--- config.mk ---
export PLATFORM = sky130hd
export DESIGN_NAME = modular_inverse_unit_core_flat
export DESIGN_NICKNAME = d
export VERILOG_FILES = /design/src/rtl/miu_pkg.sv /design/src/rtl/miu_in_if.sv /design/src/rtl/miu_out_if.sv /design/src/rtl/modular_inverse_unit_core.sv /design/src/rtl/miu_div.sv /design/src/flat_wrapper.sv
export SDC_FILE = /design/constraint.sdc
export NUM_CORES = 2
export LEC_CHECK = 0
export BUFFER_PORTS_ARGS = -buffer_cell sky130_fd_sc_hd__buf_2
export CORE_ASPECT_RATIO = 0.7
export CORE_MARGIN = 2
export CORE_UTILIZATION = 30
export CTS_BUF_LIST = sky130_fd_sc_hd__clkbuf_16
export DETAILED_ROUTE_END_ITERATION = 10
export GPL_TIMING_DRIVEN = 0
export MAX_ROUTING_LAYER = met4
export PLACE_DENSITY = 0.42
export SKIP_LAST_GASP = 1
export SYNTH_ARGS = -nofsm -noshare
export SYNTH_HDL_FRONTEND = slang
export SYNTH_SLANG_ARGS = --single-unit
--- constraint.sdc ---
create_clock -name clk_i -period 9.12 [get_ports clk_i]
set_clock_uncertainty 0.15 [all_clocks]
set_input_delay 0 -clock clk_i [delete_from_list [all_inputs] [get_ports clk_i]]
set_output_delay 0 -clock clk_i [all_outputs]
set_load 0.02 [all_outputs]
--- src/rtl/miu_pkg.sv ---
`timescale 1ns / 1ps

package miu_pkg;

  // Fixed width of the item fields on the channels
  localparam int unsigned MIU_FIELD_W   = 64;
  // Default operand width of the arithmetic
  localparam int unsigned MIU_WIDTH_DEF = 64;

  // Control from the sequencer to the shared divide unit
  typedef struct packed {
    logic start;
  } miu_div_ctl_t;

  // Status from the shared divide unit back to the sequencer
  typedef struct packed {
    logic busy;
    logic done;
  } miu_div_sts_t;

endpackage

--- src/rtl/miu_in_if.sv ---
`timescale 1ns / 1ps

interface miu_in_if import miu_pkg::*; ();
  logic                   valid;
  logic                   ready;
  logic [MIU_FIELD_W-1:0] value;
  logic [MIU_FIELD_W-1:0] modulus;

  modport source (output valid, output value, output modulus, input ready);
  modport sink   (input valid, input value, input modulus, output ready);
endinterface

--- src/rtl/miu_out_if.sv ---
`timescale 1ns / 1ps

interface miu_out_if import miu_pkg::*; ();
  logic                   valid;
  logic                   ready;
  logic [MIU_FIELD_W-1:0] inverse;
  logic                   no_inverse;

  modport source (output valid, output inverse, output no_inverse, input ready);
  modport sink   (input valid, input inverse, input no_inverse, output ready);
endinterface

--- src/rtl/modular_inverse_unit_core.sv ---
`timescale 1ns / 1ps

// Modular inverse by the extended Euclidean algorithm on one shared divider.
// The value is first reduced modulo the modulus by one divide, then each Euclid step
// runs one divide, up to about 93 steps at WIDTH = 64; a zero modulus answers with
// no inverse and uses no divide.
// Throughput: one item at a time; the next is taken the cycle after the result
// is registered, later while a finished result waits for the output to drain.
// Reset: asynchronous, active low; clears the sequencer and the output valid.
module modular_inverse_unit_core import miu_pkg::*; #(
  parameter int unsigned WIDTH = MIU_WIDTH_DEF
) (
  input  logic      clk_i,
  input  logic      rst_ni,
  miu_in_if.sink    in_i,
  miu_out_if.source out_o
);

  localparam logic [2:0] ST_IDLE = 3'd0;
  localparam logic [2:0] ST_RED  = 3'd1;
  localparam logic [2:0] ST_LOOP = 3'd2;
  localparam logic [2:0] ST_ITER = 3'd3;
  localparam logic [2:0] ST_FIN  = 3'd4;
  localparam logic [2:0] ST_SGN  = 3'd5;
  localparam logic [2:0] ST_DONE = 3'd6;

  logic [2:0]       state_q, state_d;
  logic [WIDTH-1:0] m_q, m_d;
  logic [WIDTH-1:0] r0_q, r0_d;
  logic [WIDTH-1:0] r1_q, r1_d;
  logic [WIDTH-1:0] s0_q, s0_d;
  logic [WIDTH-1:0] s1_q, s1_d;
  logic             neg0_q, neg0_d;
  logic             neg1_q, neg1_d;
  logic [WIDTH-1:0] res_q, res_d;
  logic             flag_q, flag_d;
  logic             out_valid_q, out_valid_d;
  logic [WIDTH-1:0] out_inv_q, out_inv_d;
  logic             out_flag_q, out_flag_d;

  miu_div_ctl_t     div_ctl;
  miu_div_sts_t     div_sts;
  logic [WIDTH-1:0] div_n;
  logic [WIDTH-1:0] div_d;
  logic [WIDTH-1:0] div_rem;
  logic [WIDTH-1:0] div_prod;
  logic [WIDTH-1:0] in_val;
  logic [WIDTH-1:0] in_mod;

  assign in_val = in_i.value[WIDTH-1:0];
  assign in_mod = in_i.modulus[WIDTH-1:0];

  miu_div #(
    .WIDTH (WIDTH)
  ) u_div (
    .clk_i      (clk_i),
    .rst_ni     (rst_ni),
    .ctl_i      (div_ctl),
    .dividend_i (div_n),
    .divisor_i  (div_d),
    .mult_i     (s1_q),
    .sts_o      (div_sts),
    .rem_o      (div_rem),
    .prod_o     (div_prod)
  );

  // Sequence the Euclid steps
  always_comb begin
    state_d       = state_q;
    m_d           = m_q;
    r0_d          = r0_q;
    r1_d          = r1_q;
    s0_d          = s0_q;
    s1_d          = s1_q;
    neg0_d        = neg0_q;
    neg1_d        = neg1_q;
    res_d         = res_q;
    flag_d        = flag_q;
    out_valid_d   = out_valid_q;
    out_inv_d     = out_inv_q;
    out_flag_d    = out_flag_q;
    div_ctl.start = 1'b0;
    div_n         = r0_q;
    div_d         = r1_q;

    // Drop the result once taken
    if (out_valid_q && out_o.ready) begin
      out_valid_d = 1'b0;
    end

    case (state_q)
      ST_IDLE: begin
        div_n = in_val;
        div_d = in_mod;
        if (in_i.valid) begin
          m_d = in_mod;
          if (in_mod == '0) begin
            res_d   = '0;
            flag_d  = 1'b1;
            state_d = ST_DONE;
          end else begin
            div_ctl.start = 1'b1;
            state_d       = ST_RED;
          end
        end
      end
      ST_RED: begin
        if (div_sts.done) begin
          r0_d    = m_q;
          r1_d    = div_rem;
          s0_d    = '0;
          s1_d    = WIDTH'(1);
          neg0_d  = 1'b0;
          neg1_d  = 1'b0;
          state_d = ST_LOOP;
        end
      end
      ST_LOOP: begin
        if (r1_q == '0) begin
          state_d = ST_FIN;
        end else begin
          div_ctl.start = 1'b1;
          state_d       = ST_ITER;
        end
      end
      ST_ITER: begin
        if (div_sts.done) begin
          r0_d    = r1_q;
          r1_d    = div_rem;
          s0_d    = s1_q;
          s1_d    = s0_q + div_prod;
          neg0_d  = neg1_q;
          neg1_d  = ~neg1_q;
          state_d = ST_LOOP;
        end
      end
      ST_FIN: begin
        if (r0_q != WIDTH'(1)) begin
          res_d   = '0;
          flag_d  = 1'b1;
          state_d = ST_DONE;
        end else begin
          // Coefficient never exceeds the modulus: one subtract reduces it
          s0_d    = (s0_q >= m_q) ? (s0_q - m_q) : s0_q;
          state_d = ST_SGN;
        end
      end
      ST_SGN: begin
        res_d   = (neg0_q && (s0_q != '0)) ? (m_q - s0_q) : s0_q;
        flag_d  = 1'b0;
        state_d = ST_DONE;
      end
      ST_DONE: begin
        if (!out_valid_q || out_o.ready) begin
          out_valid_d = 1'b1;
          out_inv_d   = res_q;
          out_flag_d  = flag_q;
          state_d     = ST_IDLE;
        end
      end
      default: begin
        state_d = ST_IDLE;
      end
    endcase
  end

  // Hold control state
  always_ff @(posedge clk_i or negedge rst_ni) begin
    if (!rst_ni) begin
      state_q     <= ST_IDLE;
      out_valid_q <= 1'b0;
    end else begin
      state_q     <= state_d;
      out_valid_q <= out_valid_d;
    end
  end

  // Hold operands and coefficients
  always_ff @(posedge clk_i) begin
    m_q        <= m_d;
    r0_q       <= r0_d;
    r1_q       <= r1_d;
    s0_q       <= s0_d;
    s1_q       <= s1_d;
    neg0_q     <= neg0_d;
    neg1_q     <= neg1_d;
    res_q      <= res_d;
    flag_q     <= flag_d;
    out_inv_q  <= out_inv_d;
    out_flag_q <= out_flag_d;
  end

  assign in_i.ready       = (state_q == ST_IDLE);
  assign out_o.valid      = out_valid_q;
  assign out_o.inverse    = MIU_FIELD_W'(out_inv_q);
  assign out_o.no_inverse = out_flag_q;

endmodule

--- src/rtl/miu_div.sv ---
`timescale 1ns / 1ps

// Shared restoring divider, one quotient bit per cycle. Alongside the
// remainder it forms quotient * mult_i by Horner's rule (shift and add),
// truncated to WIDTH bits.
module miu_div import miu_pkg::*; #(
  parameter int unsigned WIDTH = MIU_WIDTH_DEF
) (
  input  logic             clk_i,
  input  logic             rst_ni,
  input  miu_div_ctl_t     ctl_i,
  input  logic [WIDTH-1:0] dividend_i,
  input  logic [WIDTH-1:0] divisor_i,
  input  logic [WIDTH-1:0] mult_i,
  output miu_div_sts_t     sts_o,
  output logic [WIDTH-1:0] rem_o,
  output logic [WIDTH-1:0] prod_o
);

  localparam int unsigned CntW = $clog2(WIDTH);

  logic            busy_q;
  logic            done_q;
  logic [CntW-1:0] cnt_q;
  logic [WIDTH-1:0] num_q;
  logic [WIDTH-1:0] rem_q;
  logic [WIDTH-1:0] den_q;
  logic [WIDTH-1:0] mul_q;
  logic [WIDTH-1:0] acc_q;

  logic [WIDTH:0]   trial;
  logic [WIDTH:0]   diff;
  logic             take;

  // Trial subtract of the shifted partial remainder
  assign trial = {rem_q, num_q[WIDTH-1]};
  assign diff  = trial - {1'b0, den_q};
  assign take  = (trial >= {1'b0, den_q});

  // Sequence the bit steps
  always_ff @(posedge clk_i or negedge rst_ni) begin
    if (!rst_ni) begin
      busy_q <= 1'b0;
      done_q <= 1'b0;
      cnt_q  <= '0;
    end else begin
      done_q <= 1'b0;
      if (ctl_i.start) begin
        busy_q <= 1'b1;
        cnt_q  <= CntW'(WIDTH - 1);
      end else if (busy_q) begin
        if (cnt_q == '0) begin
          busy_q <= 1'b0;
          done_q <= 1'b1;
        end else begin
          cnt_q <= cnt_q - 1'b1;
        end
      end
    end
  end

  // Advance remainder, dividend and product
  always_ff @(posedge clk_i) begin
    if (ctl_i.start) begin
      num_q <= dividend_i;
      den_q <= divisor_i;
      mul_q <= mult_i;
      rem_q <= '0;
      acc_q <= '0;
    end else if (busy_q) begin
      rem_q <= take ? diff[WIDTH-1:0] : trial[WIDTH-1:0];
      num_q <= {num_q[WIDTH-2:0], 1'b0};
      acc_q <= {acc_q[WIDTH-2:0], 1'b0} + (take ? mul_q : '0);
    end
  end

  assign sts_o.busy = busy_q;
  assign sts_o.done = done_q;
  assign rem_o      = rem_q;
  assign prod_o     = acc_q;

endmodule

--- src/flat_wrapper.sv ---
// flat-port wrapper written by rule: the top's interface ports become plain ports
module modular_inverse_unit_core_flat import miu_pkg::*;
#(
  parameter int unsigned WIDTH = MIU_WIDTH_DEF
)
  (clk_i, rst_ni, in_i_valid, in_i_value, in_i_modulus, in_i_ready, out_o_valid, out_o_inverse, out_o_no_inverse, out_o_ready);
  miu_in_if in_i_i ();
  miu_out_if out_o_i ();
  input  logic clk_i;
  input  logic rst_ni;
  input wire logic [$bits(in_i_i.valid)-1:0] in_i_valid;
  input wire logic [$bits(in_i_i.value)-1:0] in_i_value;
  input wire logic [$bits(in_i_i.modulus)-1:0] in_i_modulus;
  output wire logic [$bits(in_i_i.ready)-1:0] in_i_ready;
  output wire logic [$bits(out_o_i.valid)-1:0] out_o_valid;
  output wire logic [$bits(out_o_i.inverse)-1:0] out_o_inverse;
  output wire logic [$bits(out_o_i.no_inverse)-1:0] out_o_no_inverse;
  input wire logic [$bits(out_o_i.ready)-1:0] out_o_ready;
  assign in_i_i.valid = in_i_valid;
  assign in_i_i.value = in_i_value;
  assign in_i_i.modulus = in_i_modulus;
  assign in_i_ready = in_i_i.ready;
  assign out_o_valid = out_o_i.valid;
  assign out_o_inverse = out_o_i.inverse;
  assign out_o_no_inverse = out_o_i.no_inverse;
  assign out_o_i.ready = out_o_ready;
  modular_inverse_unit_core #(.WIDTH(WIDTH)) u_core (.clk_i(clk_i), .rst_ni(rst_ni), .in_i(in_i_i), .out_o(out_o_i));
endmodule
# --- Word-level counts from Yosys, hierarchy flattened ---
# Index checks and enable logic that the tools add are counted.
word_totals:
  ff_bits: 784
  input_bits: 132
  out_inout_bits: 67
  wordCells: 123
op_classes:
  n_addsub: 6
  n_lt_le_gt_ge: 2
  n_eq_ne: 17
  mux: 54
  bitwise_logic: 1
  n_reduce_logical: 22
ops:
  columns: ["operator", "count"]
  rows:
  - ["$mux W64", 18]
  - ["$pmux W64 S3", 2]
  - ["$pmux W64 S2", 2]
  - ["$sub A64 B64 Y64", 3]
  - ["$add A64 B64 Y64", 2]
  - ["$logic_not A64 Y1", 2]
  - ["$ge A65 B64 Y1", 1]
  - ["$ge A64 B64 Y1", 1]
  - ["$ne A64 B1 Y1 const B", 1]
  - ["$reduce_bool A64 Y1", 1]
  - ["$mux W1", 18]
  - ["$mux W6", 3]
  - ["$pmux W3 S6", 1]
  - ["$mux W3", 5]
  - ["$ne A2 B1 Y1 const B", 6]
  - ["$eq A3 B3 Y1 const B", 3]
  - ["$ne A2 B2 Y1 const B", 4]
  - ["$reduce_and A2 Y1", 4]
  - ["$eq A3 B2 Y1 const B", 2]
  - ["$logic_not A6 Y1", 1]
  - ["$pmux W1 S2", 3]
  - ["$reduce_and A3 Y1", 2]
  - ["$reduce_bool A3 Y1", 2]
  - ["$sub A6 B1 Y6 const B", 1]
  - ["12 further kinds", 14]

# --- Depth between registers and ports, before layout ---
depth:
  ltp_word: 6
  ltp_mapped: 27
  mapped_depth_nobuf: 23

# --- By module ---
# Synthesis repeated with hierarchy kept, for this count alone.
hier_totals:
  hier_cells: 5393
  area_unflattened_um2: 49580.1
modules_own_cells:
  columns: ["mod", "n_inst", "cells_per_inst", "area_per_inst_um2"]
  rows:
  - ["modular_inverse_unit_core", 1, 3336, 30047.6]
  - ["miu_div", 1, 2057, 19532.5]

# --- Least setup slack after synthesis ---
# Ideal clock, no wire load.
synth_timing:
  path_type: "reg-to-reg"
  start: "register u_core.state_q[2]"
  end: "register u_core.s0_q[0], enable pin"
  setup_time_ns: 0.507
  arrival_ns: 5.940
  required_time_ns: 8.463
  path_slack_ns: 2.523
  stages_incl_launch_ff: 8
  n_path_buf: 1
  period_less_slack_ns: 6.597
  path_cell_list: "dfrtp_1 > clkbuf_1 > nor2_1 > and2_1 > a2111oi_0 > nand2_1 > o21ai_0 > a21oi_1"
synth_between:
  elab_chain_len: 3
synth_lines:
  columns: ["element", "line_no", "rtl"]
  rows:
  - ["from (decl)", "modular_inverse_unit_core.sv:27", "logic [2:0] state_q, state_d;"]
  - ["from (signal assigned)", "modular_inverse_unit_core.sv:173", "state_q <= state_d;"]
  - ["$eq A3 B3 Y1, or another cell as far along", "modular_inverse_unit_core.sv:91", "case (state_q)"]
  - ["$ne A2 B2 Y1 (no source line), or another cell as far along", null, null]
  - ["$reduce_and A5 Y1 (no source line) (*)", null, null]
  - ["to (signal assigned)", "modular_inverse_unit_core.sv:183", "s0_q <= s0_d;"]
  - ["to (decl)", "modular_inverse_unit_core.sv:31", "logic [WIDTH-1:0] s0_q, s0_d;"]
# Mark *: on every way between the ends. The rest lies on a longest branch, timed or not.
# A chain may end at the register's enable or synchronous reset.

# --- Worst setup path in the final report ---
layout_timing:
  start: "register u_core.u_div.den_q[1]"
  end: "register u_core.u_div.acc_q[63] (netlist: u_core.u_div.prod_o[63])"
layout_between:
  elab_chain_len: 3
layout_lines:
  columns: ["element", "line_no", "rtl"]
  rows:
  - ["from (decl)", "miu_div.sv:27", "logic [WIDTH-1:0] den_q;"]
  - ["from (signal assigned)", "miu_div.sv:66", "den_q <= divisor_i;"]
  - ["$ge A65 B64 Y1", "miu_div.sv:38", "assign take = (trial >= {1'b0, den_q});"]
  - ["$mux W64", "miu_div.sv:73", "acc_q <= {acc_q[WIDTH-2:0], 1'b0} + (take ? mul_q : '0);"]
  - ["$add A64 B64 Y64", "miu_div.sv:73", null]
  - ["to (signal assigned)", "miu_div.sv:73", null]
  - ["to (decl)", "miu_div.sv:29", "logic [WIDTH-1:0] acc_q;"]
# No other way between the ends.

==> out/qor.yml <==
run_status:
  status: "finished clean"
die:
  die_area_mm2: 0.168
  fp.dieH_um: 344
  die_x_um: 489
  io_pins: 199
  initial_core_util_pct: 30.2
  coreArea_mm2: 0.164
  num_rows: 124
critical_path:
  crit_required_ns: 9.62
  cp.arrival_ns: 9.05
  worstRegToRegCells: 26
  critPathKind: "flip-flop to flip-flop"
  end_kind: "flip-flop"
  cp_max_fo: 10
  rr_startpoint: "u_core.u_div.den_q[1]"
  crit_path_start_kind: "flip-flop"
  reg2reg_to: "u_core.u_div.prod_o[63]"
  r2r_slack_ns: 0.57
synth:
  synth_ff_type: "edfxtp_1"
  ys_seq_area_share_pct: 44.9
  syn-num-nets: 5632
  synth-edff-count: 644
  synth.avg_cell_area_um2: 9.55
  yosys-top-cells-count: "644 x edfxtp_1, 513 x nand2_1, 489 x a21oi_1"
  yosys.cell_count.top_type: "edfxtp_1"
  yosys-top-cells-area: "edfxtp_1 39%, ha_1 8.0%, dfxtp_1 5.2%"
  async_flop_share_pct: 1.53
  syn_inst: 5177
  syn_area_mm2: 0.0494
  synth_top_cell_by_area: "edfxtp_1"
  synth.distinct_cells: 100
  synth-seq-cells: 784
  synth_top_cell_area_share_pct: 39.1
  yosys_warnings: 0
global_route:
  grt_usage_pct: 29.1
  grt_pass1_wl_mm: 331
  grt_pass1_vias: 41085
  overflow: 0
  grt_start_max_net_pins: 63
  antenna_found_initial: 13
timing:
  finalCriticalPeriod_ns: 8.55
  finalHoldViolCount: 0
  worstMarginPinSlew_ns: 1.24
  setup_ws_ns: 0.569
  rsz0062_at_grt: "false"
  drv_slew: 0
  setup_violations: 0
  finalSetupTns_ns: 0
  hold_slack_ns: 0.0323
  fmax_mhz: 117
  slew_headroom_pct: 17.0
  finalCritPeriodShare_pct: 93.8
clock_network:
  cts_tree: "done"
  cts_buffers: 90
  clock-sinks: 784
  post_cts_resized: 0
  htreeDepth: 3
  cts.clk_slew.worst_paths_ns: 0.06
  cts_max_path_buffers: 3
  cts_root_buf: "clkbuf_16"
  worstSkewPairLatency_ns: 0.77
route:
  ant_nets: 0
  wl_mm: 244
  drt_iter0_drc: 5934
  viasPerCell: 5.59
  avgRoutedWirePerCell_um: 30.4
  drc: 0
  vias: 44908
  first_pass_iters: 6
place:
  dpl.cell_count: 7601
  dpl_cell_area_mm2: 0.0536
  io_buffer_count: 198
  pre_cts_slack_ns: 0.765
  gp_congestion: 0.994
  post-dp-hpwl_mm: 195
hold_path:
  hp-class: "input pin to flip-flop"
  hold_depth: 4
  min_to: "u_core.u_div.num_q[26]"
  hp-start: "in_i_value[26]"
power:
  powerDensity_mw_per_mm2: 313
  total_power_mw: 18.5
  ir_worst_vdd_mv: 0.166
  power.leakage_nw: 23.7
layout:
  final_nets: 6189
  area_growth_pct: 19.7
  multi_input_area_mm2: 0.0251
  regArea_mm2: 0.0222
  fin_util_pct: 36.2
  final-instance-count-excl-fill: 8029
  fillers: 16729
  final_area_mm2: 0.0592
  drive_above_1_share_pct: 8.88
run:
  max_cap_violations: 0
-- final cells by class --
cell class | count | share of cell area, %
Antenna cell | 12 | 0.0507
Buffer | 271 | 1.87
Clock buffer | 90 | 3.81
Clock inverter | 80 | 1.37
Inverter | 293 | 1.86
Multi-Input combinational cell | 3829 | 42.4
Sequential cell | 784 | 37.5
Tap cell | 2205 | 4.66
Timing Repair Buffer | 465 | 6.49
-- worst max-delay path, stage by stage, from the launching register on --
cell and delay (ns):
edfxtp_1 0.51, inv_1 0.08, ha_1 0.36, nor2b_1 0.17
o31a_1 0.31, o21ai_0 0.44, a21oi_1 0.28, o211ai_2 0.23
nand3_2 0.23, a31oi_1 0.51, buf_4 0.33, buf_2 0.46
clkbuf_1 0.64, nor2b_1 0.11, ha_1 0.25, fa_1 0.48
a21oi_1 0.26, o221ai_1 0.29, a31oi_1 0.38, a211oi_1 0.14
nor2_2 0.37, a21oi_1 0.18, o211ai_2 0.24, nand2_1 0.18
a311o_1 0.43, and4_1 0.21, nor3_1 0.20
-- state kept, by name, summed over array words and instances, names as in the netlist, 3 cells and up --
register	count
u_core.u_div.prod_o	64
u_core.m_q	64
u_core.u_div.rem_o	64
u_core.u_div.den_q	64
u_core.u_div.num_q	64
u_core.s0_q	64
u_core.res_q	64
u_core.r1_q	64
u_core.r0_q	64
u_core.out_o.inverse	64
u_core.s1_q	64
u_core.state_q	3
u_core.u_div.cnt_q	6
u_core.u_div.mul_q	64
-- cells in the final DEF, fill, tap and decap left out, types with 40 or more instances in the layout --
master | netlist | layout
a21o_1 | 202 | 202
a21oi_1 | 489 | 488
a31oi_1 | 42 | 42
buf_2 | 23 | 223
clkbuf_1 | 206 | 205
clkbuf_16 | 0 | 90
dfxtp_1 | 128 | 128
dlygate4sd3_1 | 0 | 246
edfxtp_1 | 644 | 644
ha_1 | 318 | 318
inv_1 | 288 | 308
mux2_2 | 65 | 65
mux2i_1 | 123 | 123
nand2_1 | 513 | 513
nand3_1 | 87 | 87
nand4_1 | 106 | 106
nor2_1 | 368 | 367
nor2b_1 | 96 | 96
nor3_1 | 84 | 82
nor4_1 | 81 | 81
o211ai_1 | 40 | 40
o21ai_0 | 434 | 434
o21bai_1 | 84 | 84
xnor2_1 | 169 | 169
xor2_1 | 92 | 92
-- worst max path at each step --
| stage | from | end | slack (ns) |
|---|---|---|---|
| 2_1_floorplan | u_core.state_q[2] | u_core.s0_q[0] | 2.52 |
| 3_3_place_gp | u_core.state_q[1] | u_core.u_div.den_q[42] | -1.19 |
| 3_5_place_dp | u_core.u_div.den_q[1] | u_core.u_div.prod_o[63] | 0.76 |
| 4_1_cts | u_core.u_div.den_q[1] | u_core.u_div.prod_o[63] | 0.70 |
| 5_1_grt | u_core.u_div.den_q[1] | u_core.u_div.prod_o[63] | 0.24 |
| 6_report | u_core.u_div.den_q[1] | u_core.u_div.prod_o[63] | 0.57 |
-- logic make-up (layout without fill, tap and decap cells) --
| family | after synthesis | count (layout) | synth area share (%) |
|---|---|---|---|
| compound gates | 1564 | 1564 | 19.6 |
| simple gates | 1493 | 1493 | 14.2 |
| flops | 784 | 784 | 44.9 |
| mux | 188 | 188 | 3.97 |
| buf+inv | 564 | 1199 | 4.45 |
| fa+ha+maj | 323 | 323 | 8.25 |
| xor+xnor | 261 | 261 | 4.62 |
| other cells | 0 | 12 | 0 |
-- per-layer routing --
metal	vias up	routed length, um	track usage, %
li1	20088	-	-
met1	22210	122000	46.1
met4	0	7880	8.49
met2	2310	89100	35.5
met3	300	24600	6.10
met5	-	0	-
-- what timing repair did --
item                                    4_1_cts  5_1_grt
hold endpoints to repair                    327        0
buffers inserted                              0        0
hold buffers                                246        0
endpoints found under the setup margin        0        0
-- report_power, final --
group / total, mW / leakage (nW) / internal (mW) / switching [mW]
Sequential: 5.58 / 7.25 / 4.82 / 0.753
Combinational: 9.12 / 14.9 / 3.27 / 5.85
Clock: 3.83 / 1.55 / 2.13 / 1.69
Total: 18.5 / 23.7 / 10.2 / 8.29
Power figures use the tool's default switching activity.
